$ cat config.mk
export PLATFORM = sky130hd
export DESIGN_NAME = lsfw_div
export DESIGN_NICKNAME = d
export VERILOG_FILES = /design/src/lsfw_pkg.sv /design/src/lsfw_div.sv
export SDC_FILE = /design/constraint.sdc
export NUM_CORES = 1
export LEC_CHECK = 0
export ABC_AREA = 1
export BUFFER_PORTS_ARGS = -buffer_cell sky130_fd_sc_hd__buf_2
export CORE_ASPECT_RATIO = 0.8
export CORE_MARGIN = 5
export CORE_UTILIZATION = 35
export CTS_CLUSTER_SIZE = 40
export DETAILED_ROUTE_END_ITERATION = 7
export GPL_TIMING_DRIVEN = 0
export SYNTH_ARGS = -nofsm -noshare
export SYNTH_HDL_FRONTEND = slang
export SYNTH_SLANG_ARGS = --single-unit
$ cat constraint.sdc
create_clock -name clk_i -period 2 [get_ports clk_i]
set_input_delay 0.6 -clock clk_i [delete_from_list [all_inputs] [get_ports clk_i]]
set_output_delay 0.6 -clock clk_i [all_outputs]
set_load 0.02 [all_outputs]
$ cat src/lsfw_pkg.sv
// Shared types and constants for the LED strip fade wipe block.
// No dependencies.
package lsfw_pkg;

  localparam int NumPixels = 256;
  localparam int IdxW      = $clog2(NumPixels);

  typedef enum logic [1:0] {
    CMD_WRITE = 2'd0,
    CMD_READ  = 2'd1,
    CMD_START = 2'd2,
    CMD_TICK  = 2'd3
  } cmd_e;

  typedef enum logic [2:0] {
    REG_LENGTH   = 3'd0,
    REG_FADE     = 3'd1,
    REG_INTERVAL = 3'd2,
    REG_REVERSE  = 3'd3,
    REG_BLACK    = 3'd4,
    REG_TARGET   = 3'd5
  } reg_e;

  // divider request/response between sequencer and divider
  typedef struct packed {
    logic        go;
    logic [16:0] dividend_mag; // |diff*step|, max 255*255
    logic [7:0]  divisor;
  } div_req_t;

  typedef struct packed {
    logic        done;
    logic [16:0] quot_mag;
  } div_rsp_t;

endpackage

$ cat src/lsfw_div.sv
// Shared restoring divider, one quotient bit per cycle.
// Depends on lsfw_pkg.
module lsfw_div (
  input  logic              clk_i,
  input  logic              rst_ni,
  input  lsfw_pkg::div_req_t req_i,
  output lsfw_pkg::div_rsp_t rsp_o
);
  import lsfw_pkg::*;

  logic [16:0] quo_q, quo_d;
  logic [7:0]  rem_q, rem_d;
  logic [7:0]  den_q, den_d;
  logic [4:0]  cnt_q, cnt_d;
  logic        busy_q, busy_d, done_q, done_d;
  logic [8:0]  trial;
  logic [8:0]  sub;

  always_comb begin
    quo_d  = quo_q;
    rem_d  = rem_q;
    den_d  = den_q;
    cnt_d  = cnt_q;
    busy_d = busy_q;
    done_d = 1'b0;
    trial  = {rem_q, quo_q[16]};
    sub    = trial - {1'b0, den_q};
    if (req_i.go) begin
      quo_d  = req_i.dividend_mag;
      rem_d  = '0;
      den_d  = req_i.divisor;
      cnt_d  = 5'd17;
      busy_d = 1'b1;
    end else if (busy_q) begin
      if (!sub[8]) begin
        rem_d = sub[7:0];
        quo_d = {quo_q[15:0], 1'b1};
      end else begin
        rem_d = trial[7:0];
        quo_d = {quo_q[15:0], 1'b0};
      end
      cnt_d = cnt_q - 5'd1;
      if (cnt_q == 5'd1) begin
        busy_d = 1'b0;
        done_d = 1'b1;
      end
    end
  end

  always_ff @(posedge clk_i or negedge rst_ni) begin
    if (!rst_ni) begin
      busy_q <= 1'b0;
      done_q <= 1'b0;
      cnt_q  <= '0;
    end else begin
      busy_q <= busy_d;
      done_q <= done_d;
      cnt_q  <= cnt_d;
    end
  end

  always_ff @(posedge clk_i) begin
    quo_q <= quo_d;
    rem_q <= rem_d;
    den_q <= den_d;
  end

  assign rsp_o.done     = done_q;
  assign rsp_o.quot_mag = quo_q;
endmodule

==> results of run 1 <==
==> sequential cells by signal, summed over array words and instances (netlist names) <==
| name | flops |
|---|---|
| quo_q | 17 |
| den_q | 8 |
| rem_q | 8 |
| cnt_q | 5 |
| busy_q | 1 |
| done_q | 1 |
==> report_power, final <==
part           leakage [nW]  switching [mW]  total [mW]  internal [mW]
combinational         0.952           0.905        1.47          0.564
clock                0.0552           0.275       0.645          0.370
sequential            0.414           0.131        1.20           1.07
==> cell type report <==
type	instances	area [µm²]
well taps	81	101
fillers	595	3220
flip-flops and latches	40	1090
inverters	43	164
plain buffers	5	23.8
multi-input cells	176	956
repair buffers	49	255
clock inverters	2	35.0
clock buffers	6	72.6
==> stage by stage <==
step	setup TNS, ns	hold WS [ns]	total power, mW	setup WS, ns	instances
after global placement	-3.27	0.447	2.48	-0.132	389
after detailed placement	-3.69	0.450	2.50	-0.161	389
after CTS	0	0.126	3.22	0.00387	399
after global routing	-0.271	0.117	3.61	-0.0628	402
final	0	0.131	3.31	0.0403	402
after floorplan	0	0.304	2.19	0.0260	263
==> kinds of logic (layout without fill, tap and decap cells) <==
kind of cell | after synthesis | in the layout | synth area share (%)
AOI/OAI and AO/OA | 11 | 11 | 2.81
xor gates and xnor gates | 3 | 3 | 1.23
adders and majority gates | 11 | 11 | 6.78
buffers and inverters | 48 | 105 | 8.65
DFF | 40 | 40 | 50.8
and+or+nand+nor | 150 | 151 | 29.8
==> timing repair <==
item                                    4_1_cts  5_1_grt
cloned                                        1        0
pin swaps                                     2       12
setup buffers                                 1        3
hold buffers                                  0        0
resized for setup                             5       15
endpoints found under the setup margin        9        9
==> placed cells by master (no fill, tap or decap), drive strengths merged, types with 2 or more instances in the layout <==
| cell type | n |
|---|---|
| dfrtp | 7 |
| a21oi | 5 |
| buf | 51 |
| xnor2 | 2 |
| o21ai | 5 |
| clkbuf | 9 |
| nand4 | 2 |
| nand2 | 117 |
| nand3 | 15 |
| inv | 42 |
| edfxtp | 25 |
| ha | 10 |
| nor2 | 13 |
| dfxtp | 8 |
| clkinv | 2 |
==> Yosys cell counts (2+ instances only) <==
cell,count,area share [%]
nand2_1,109,19
inv_1,42,7.4
edfxtp_1,25,35
nand3_1,14,3.3
ha_1,10,5.8
nor2_1,9,1.6
dfxtp_1,8,7.5
dfrtp_1,7,8.2
nand2_2,6,1.8
a21oi_1,4,0.94
nor2_2,4,1.2
o21ai_0,4,0.94
clkbuf_1,3,0.53
nand4_1,2,0.58
xnor2_1,2,0.82
==> routing by layer <==
layer  wire length (µm)  share of wire, %  up-vias  GRT usage [%]
li1                   -                 -      932              -
met1               2360                52      786           17.5
met2               1930                42       37           16.8
met3                241               5.3        5           3.49
met4                 38              0.83        0           4.15
met5                  0                 0        -              0
==> worst max-delay path by stage <==
| stage | endpoint | slack, ns | cells after the start |
|---|---|---|---|
| 3_5_place_dp | cnt_q[1]$_DFFE_PN0P_ | -0.16 | 5 |
| 3_3_place_gp | quo_q[2]$_DFFE_PP_ | -0.13 | 4 |
| 6_report | quo_q[0]$_DFFE_PP_ | 0.04 | 10 |
| 2_1_floorplan | quo_q[0]$_DFFE_PP_ | 0.03 | 10 |
| 4_1_cts | rem_q[6]$_SDFFE_PP0P_ | 0.004 | 12 |
| 5_1_grt | quo_q[0]$_DFFE_PP_ | -0.06 | 10 |
==> worst max-delay path, delay by kind of cell (launching register included) <==
family / cells / cell delay (ns)
buffers and inverters: 2 / 0.15
adders and majority gates: 2 / 0.50
DFF: 1 / 0.41
and+or+nand+nor: 5 / 0.57
AOI/OAI and AO/OA: 1 / 0.07
==> flow_summary_export.csv, run 1 <==
group,metric,value,unit
placement,place_congestion,0.759,
synthesis,synth_edf_count,25,
placement,portBuffers,45,
synthesis,yosys.cell_types.count,29,
hold_path,hp-class,"input pin to async pin",
clock_network,clk_path_buf_depth,2,
setup_path,crit_type,"register to register",
detailed_routing,vias,1760,
detailed_routing,drc,0,
clock_network,clk_pin_slew,0.08,ns
timing,setup_viol,0,
setup_path,reg2reg_to,"quo_q[0]$_DFFE_PP_",
setup_path,crit_path_start_kind,"register",
synthesis,yosysWarnings,0,
grt,grt_max_degree,19,
timing,max-slew-margin-rel,54.1,%
die,io_pins,46,
power_and_ir_drop,ir_worst_vdd,0.483,mV
timing,skew,0.00762,ns
timing,grt_setup_unrepaired,"true",
timing,hold_viol,0,
timing,fmax,510,MHz
setup_path,r2r_start,"quo_q[16]$_DFFE_PP_",
setup_path,cp-startpoint,"quo_q[16]$_DFFE_PP_",
setup_path,cp.arrival,1.99,ns
final_layout,antennaDiodeCount,0,
final_layout,fin_area,2690,µm²
final_layout,final_nets,359,
setup_path,crit_chain,"inv_2 -> ha_4 -> inv_4 -> fa_2 -> nand2_2 -> nand2_4 -> nand3_4 -> nand3_4 -> nand2_4 -> o21ai_2",
die,initial_core_util,36.2,%
die,die_height,79.9,µm
die,die_w,97.4,µm
grt,track_usage,12.0,%
clock_network,clock-root-buffer,"clkbuf_8",
clock_network,cts_made_buffers,5,
grt,first_global_vias,1581,
timing,tightest_slew,0.688,ns
synthesis,synth.yosys.seq_area_share,50.8,%
setup_path,crit_slowest_cell,"edfxtp_1",
detailed_routing,wl,4580,µm
placement,hpwl,3360,µm
setup_path,worstRegToRegCells,10,
setup_path,critPathMaxFanout,5,
final_layout,area_growth,25.9,%
grt,antenna_found_initial,0,
run_status,status,"complete, no violations",
final_layout,final_core_util,45.6,%
synthesis,ys.flop_type,"edfxtp_1",
setup_path,required,2.03,ns
detailed_routing,drt-pass1-iter-count,4,
die,dieArea,7790,µm²
die,coreArea,5910,µm²
job,maxCapViolations,0,
clock_network,clk_latency,0.29,ns
detailed_routing,drt_iter0_drc,84,
setup_path,critPathCaptureType,"register",
placement,place_area,2470,µm²
setup_path,r2r_slack,0.04,ns
clock_network,cts_htree_levels,2,
synthesis,synth_cells,263,
grt,gr-total-overflow,0,
timing,drv_slew,0,
grt,grt_pass1_wl,7450,µm
synthesis,syn-num-nets,302,
timing,min_period_over_period,98.0,%
clock_network,clock-sinks,40,
synthesis,ys_ff_latch,40,
detailed_routing,vias_per_cell,4.38,
detailed_routing,postRouteAntennaNets,0,
synthesis,synth-async-reset-ratio,17.5,%
timing,period_needed,1.96,ns
final_layout,drive_above_1_share,25.5,%
clock_network,cts_tree,"built",
power_and_ir_drop,p_per_area,1230,nW/µm²
power_and_ir_drop,p_leak,1.42,nW
synthesis,synth_area_per_cell,8.14,µm²
die,fp-row-count,25,
detailed_routing,post_drt_wl_per_cell,11.4,µm
synthesis,syn_area,2140,µm²
setup_path,slowest_delay,0.41,ns
Note: power is estimated with default switching activity, not from simulation.
==> run 2: changes to the inputs <==
Settings changed: BUFFER_PORTS_ARGS -buffer_cell sky130_fd_sc_hd__buf_2 to -buffer_cell sky130_fd_sc_hd__buf_4.
==> flow_summary_export.csv, run 2 (synthesized netlist as in run 1, its figures left out) <==
group,metric,value,unit
run_status,status,"complete, no violations",
setup_path,r2r_slack,0.04,ns
power_and_ir_drop,p_leak,1.46,nW
final_layout,top_register,"quo_q",
final_layout,final_nets,359,
setup_path,critPathMaxFanout,5,
clock_network,cts_tree,"built",
placement,hpwl,3410,µm
detailed_routing,post_drt_wl_per_cell,11.6,µm
final_layout,layout_commonest_cell,"nand2_1",
clock_network,clock-sinks,40,
timing,max-slew-margin-rel,53.7,%
placement,place_area,2580,µm²
power_and_ir_drop,ir_worst_vdd,0.522,mV
setup_path,required,2.03,ns
detailed_routing,drt_iter0_drc,67,
setup_path,crit_chain,"inv_2 -> ha_4 -> inv_4 -> fa_2 -> nand2_2 -> nand2_4 -> nand3_4 -> nand3_4 -> nand2_4 -> o21ai_2",
detailed_routing,vias_per_cell,4.38,
timing,fmax,511,MHz
setup_path,crit_path_end,"quo_q[0]$_DFFE_PP_",
die,coreArea,5910,µm²
timing,grt_setup_unrepaired,"true",
setup_path,reg2reg_to,"quo_q[0]$_DFFE_PP_",
grt,track_usage,12.1,%
final_layout,final_core_util,47.8,%
clock_network,clock-root-buffer,"clkbuf_8",
setup_path,slowest_delay,0.43,ns
final_layout,final_cell_mix,"104 x nand2_1, 50 x buf_4, 40 x inv_1, 25 x edfxtp_1, 11 x nand3_1",
timing,hold_viol,0,
timing,hold_slack,0.107,ns
final_layout,largest_reg_flops,17,
die,die_w,97.4,µm
detailed_routing,drt-pass1-iter-count,4,
setup_path,worstRegToRegCells,10,
grt,grt_max_degree,19,
setup_path,worstSetupPathDepth,10,
grt,gr-total-overflow,0,
clock_network,clk_path_buf_depth,2,
placement,portBuffers,45,
timing,drv_slew,0,
clock_network,cts_hold_buf,0,
setup_path,cp-startpoint,"quo_q[16]$_DFFE_PP_",
setup_path,cp.arrival,1.99,ns
final_layout,antennaDiodeCount,0,
detailed_routing,drc,0,
setup_path,cpLargestDelayFamily,"simple AND/OR/NAND/NOR gates",
die,fp-row-count,25,
die,io_pins,46,
setup_path,critPathCaptureType,"register",
timing,min_period_over_period,97.8,%
job,maxCapViolations,0,
final_layout,area_growth,32.0,%
clock_network,clk_pin_slew,0.08,ns
final_layout,fin_area,2820,µm²
clock_network,cts_htree_levels,2,
timing,period_needed,1.96,ns
timing,tightest_slew,0.694,ns
detailed_routing,wl,4670,µm
final_layout,drive_above_1_share,26.8,%
die,dieArea,7790,µm²
grt,grt_pass1_wl,7650,µm
timing,setup_tns,0,ns
timing,setup_viol,0,
detailed_routing,postRouteAntennaNets,0,
setup_path,crit_slowest_cell,"edfxtp_1",
grt,antenna_found_initial,0,
die,die_height,79.9,µm
placement,place_congestion,0.795,
clock_network,cts_made_buffers,5,
setup_path,crit_type,"register to register",
timing,skew,0.00861,ns
clock_network,clk_latency,0.29,ns
hold_path,hp-class,"input pin to async pin",
detailed_routing,vias,1762,
setup_path,cp_num_buf_inv,2,
grt,first_global_vias,1648,
final_layout,top_regs,"quo_q x17, den_q x8, rem_q x8",
setup_path,r2r_start,"quo_q[16]$_DFFE_PP_",
power_and_ir_drop,p_per_area,1200,nW/µm²
setup_path,crit_path_start_kind,"register",
die,initial_core_util,36.2,%
==> run 2: worst min path at each step <==
stage	slack, ns	startpoint	cells past startpoint	end
2_1_floorplan	0.30	rst_ni	0	busy_q$_DFF_PN0_
3_3_place_gp	0.42	rst_ni	1	done_q$_DFF_PN0_
3_5_place_dp	0.42	rst_ni	1	done_q$_DFF_PN0_
4_1_cts	0.11	rst_ni	1	cnt_q[2]$_DFFE_PN0P_
5_1_grt	0.1	rst_ni	1	done_q$_DFF_PN0_
6_report	0.11	rst_ni	1	cnt_q[2]$_DFFE_PN0P_
==> run 2: report_power, final <==
group          switching (mW)  internal (mW)  leakage (nW)
logic                   0.924          0.618         0.991
registers               0.136           1.07         0.414
clock network           0.279          0.370        0.0552
total                    1.34           2.06          1.46
==> run 2: area by class of cell <==
class,instances,area (µm²)
fill,593,3090
sequential,40,1090
multi-input combinational,176,973
timing repair buffer,49,368
inverter,43,164
tap,81,101
clock buffer,6,72.6
clock inverter,2,35.0
buffer,5,23.8
==> run 2: routing by layer <==
layer | global-route usage (%) | vias up | share of wire (%)
met5 | 0 | - | 0
met4 | 2.90 | 0 | 0.21
met3 | 3.67 | 2 | 5.7
met2 | 17.2 | 42 | 42
met1 | 17.8 | 787 | 52
li1 | - | 931 | -
==> run 2: timing repair <==
item                       in CTS  in global routing
gates cloned                    1                  0
pin swaps                       2                 12
setup endpoints to repair       9                  9
resized for setup               6                 19
buffers inserted                1                  3
==> run 2: per-stage QoR <==
step,power (mW),std cells,worst slack (ns)
CTS,3.27,399,0.00604
finish,3.40,402,0.0445
floorplan,2.19,263,0.0260
detailed placement,2.56,389,-0.138
global placement,2.54,389,-0.119
global route,3.68,402,-0.0557
==> run 3: changes to the inputs <==
Settings changed: ABC_AREA 1 to 0.
==> flow_summary_export.csv, run 3 <==
group,metric,value,unit
run_status,status,"finished, violations left",
run_status,violations,"setup timing",
timing,drv_slew,0,
synthesis,synth_cells,172,
clock_network,cts_made_buffers,5,
placement,portBuffers,45,
power_and_ir_drop,pwr-share-clk,17.8,%
synthesis,yosysTopAreaCell,"edfxtp_1",
grt,track_usage,11.1,%
power_and_ir_drop,total_power,3.69,mW
setup_path,r2r_start,"quo_q[16]$_DFFE_PP_",
placement,hpwl,3110,µm
setup_path,cp-startpoint,"quo_q[16]$_DFFE_PP_",
die,io_pins,46,
synthesis,synth.yosys.seq_area_share,51.4,%
final_layout,largest_reg_flops,17,
synthesis,synth_edf_count,25,
power_and_ir_drop,ir_worst_vdd,0.463,mV
final_layout,top_regs,"quo_q x17, den_q x8, rem_q x8",
die,die_w,96.9,µm
die,coreArea,5880,µm²
synthesis,yosys.cell_types.count,45,
grt,grt_pass1_wl,6840,µm
clock_network,clk_latency,0.29,ns
final_layout,area_growth,32.9,%
setup_path,crit_path_start_kind,"register",
clock_network,clock-sinks,40,
clock_network,cts_tree,"built",
timing,tightest_slew,0.535,ns
clock_network,cts_hold_buf,0,
synthesis,syn-num-nets,211,
detailed_routing,vias_per_cell,4.66,
detailed_routing,postRouteAntennaNets,0,
setup_path,crit_type,"register to register",
detailed_routing,vias,1473,
synthesis,ys_ff_latch,40,
setup_path,worstRegToRegCells,10,
setup_path,cp.arrival,2.76,ns
clock_network,clock-root-buffer,"clkbuf_8",
timing,grt_setup_unrepaired,"true",
synthesis,synth.top_cell.area_share,35.5,%
timing,hold_viol,0,
timing,period_needed,2.54,ns
synthesis,synth_area_per_cell,12.3,µm²
timing,skew,0.00618,ns
die,fp-row-count,25,
grt,gr-total-overflow,0,
job,maxCapViolations,0,
detailed_routing,drc,0,
synthesis,synth-async-reset-ratio,17.5,%
timing,max-slew-margin-rel,64.4,%
final_layout,final_cell_mix,"52 x buf_4, 25 x edfxtp_1, 18 x mux2_2, 15 x nor2_1",
power_and_ir_drop,p_per_area,1310,nW/µm²
timing,min_period_over_period,127,%
setup_path,reg2reg_to,"rem_q[0]$_SDFFE_PP0P_",
timing,setup_ws,-0.540,ns
final_layout,final_core_util,47.8,%
clock_network,cts_htree_levels,2,
die,die_height,79.5,µm
power_and_ir_drop,p_leak,1.17,nW
power_and_ir_drop,p_comb_share,47.2,%
final_layout,layout_commonest_cell,"buf_4",
placement,place_congestion,0.720,
power_and_ir_drop,power.switching,1.31,mW
die,initial_core_util,35.9,%
die,dieArea,7700,µm²
power_and_ir_drop,p_int,2.38,mW
grt,first_global_vias,1390,
synthesis,syn_area,2110,µm²
final_layout,top_register,"quo_q",
setup_path,r2r_slack,-0.54,ns
clock_network,clk_pin_slew,0.08,ns
grt,antenna_found_initial,0,
setup_path,critPathCaptureType,"register",
detailed_routing,drt_iter0_drc,56,
final_layout,final_nets,273,
synthesis,netlist_top_cells_count,"25 x edfxtp_1, 19 x mux2_2, 15 x nor2_1, 11 x inv_1, 10 x ha_1",
final_layout,final_cell_count_no_fill,316,
detailed_routing,wl,4290,µm
placement,dpl.cell_count,298,
final_layout,drive_above_1_share,43.8,%
synthesis,yosysWarnings,0,
detailed_routing,post_drt_wl_per_cell,13.6,µm
timing,hold_slack,0.103,ns
power_and_ir_drop,switching_share,35.4,%
power_and_ir_drop,seqPwrFrac,35.0,%
setup_path,crit_path_end,"rem_q[0]$_SDFFE_PP0P_",
placement,place_area,2570,µm²
clock_network,clk_path_buf_depth,2,
final_layout,fin_area,2810,µm²
detailed_routing,drt-pass1-iter-count,4,
timing,setup_viol,9,
setup_path,critPathMaxFanout,4,
timing,fmax,394,MHz
hold_path,hp-class,"input pin to async pin",
synthesis,synth_most_common_cell,"edfxtp_1",
final_layout,antennaDiodeCount,0,
grt,grt_max_degree,18,
synthesis,ys.flop_type,"edfxtp_1",
synthesis,synthTopCellsByArea,"edfxtp_1 36%, mux2_2 10%, dfrtp_1 8.3%",
setup_path,required,2.22,ns
-- run 3: changes by cell type after synthesis, sizes merged, moves of 3 or more --
| cell | change |
|---|---|
| nand2b | +7 |
| nand3 | -14 |
| mux2 | +19 |
| inv | -31 |
| nand2 | -112 |
| clkbuf | +3 |
| mux2i | +5 |
| a211oi | +9 |
| xor2 | +4 |
-- run 3: what timing repair did --
| item | 4_1_cts | 5_1_grt |
|---|---|---|
| pin swaps | 5 | 2 |
| gates resized for setup | 9 | 4 |
| setup buffers | 7 | 2 |
| setup endpoints to repair | 26 | 36 |
| gates cloned | 1 | 0 |
-- run 3: routing by layer --
layer / GRT usage [%] / vias up / part of all wire [%]
li1: - / 750 / -
met1: 16.2 / 689 / 52
met2: 15.7 / 29 / 43
met3: 2.71 / 5 / 3.7
met4: 4.63 / 0 / 1.6
met5: 0 / - / 0
-- run 3: area by class of cell --
class | count | area, µm²
timing repair buffer | 55 | 428
clock buffer | 5 | 68.8
fill | 577 | 3070
multi-input combinational | 111 | 988
buffer | 10 | 52.6
inverter | 11 | 41.3
tap | 81 | 101
sequential | 40 | 1090
clock inverter | 3 | 42.5
-- run 3: kinds of logic (layout without fill, tap and decap cells) --
logic type	after synthesis	after routing	share of synthesized area, %
AO/OA/AOI/OAI	29	29	11.4
buffers and inverters	21	84	4.32
AND/OR/NAND/NOR	39	39	10.2
XOR/XNOR	8	8	3.32
multiplexers	24	24	12.5
flip-flops	40	40	51.4
adder cells (fa/ha/maj)	11	11	6.87
-- run 3: power groups by stage --
stage,logic [mW],registers [mW],clock network [mW]
after floorplan,1.02,1.37,0
after global placement,1.48,1.30,0
after detailed placement,1.49,1.30,0
after CTS,1.70,1.29,0.680
after global routing,1.89,1.32,0.721
final,1.74,1.29,0.657
-- run 3: worst min path at each step --
stage,from,to,slack [ns],depth (start not counted)
3_3_place_gp,rst_ni,cnt_q[4]$_DFFE_PN0P_,0.42,1
4_1_cts,rst_ni,cnt_q[3]$_DFFE_PN0P_,0.1,1
6_report,rst_ni,cnt_q[0]$_DFFE_PN0P_,0.10,1
5_1_grt,rst_ni,cnt_q[1]$_DFFE_PN0P_,0.08,1
3_5_place_dp,rst_ni,busy_q$_DFF_PN0_,0.42,1
2_1_floorplan,rst_ni,busy_q$_DFF_PN0_,0.30,0
-- run 3: metrics by stage --
step | TNS, ns | setup slack, ns
2_1_floorplan | -4.24 | -0.498
3_3_place_gp | -15.72 | -0.646
3_5_place_dp | -16.69 | -0.644
4_1_cts | -4.25 | -0.543
5_1_grt | -5.35 | -0.649
6_report | -4.29 | -0.540
-- run 3: worst max-delay path, stage by stage (launching register included) --
cell	delay, ns
edfxtp_1	0.43
inv_2	0.10
ha_4	0.13
inv_2	0.03
fa_2	0.36
a211oi_4	0.29
o211ai_2	0.15
a221oi_4	0.35
buf_4	0.17
mux2_4	0.29
a211oi_2	0.16
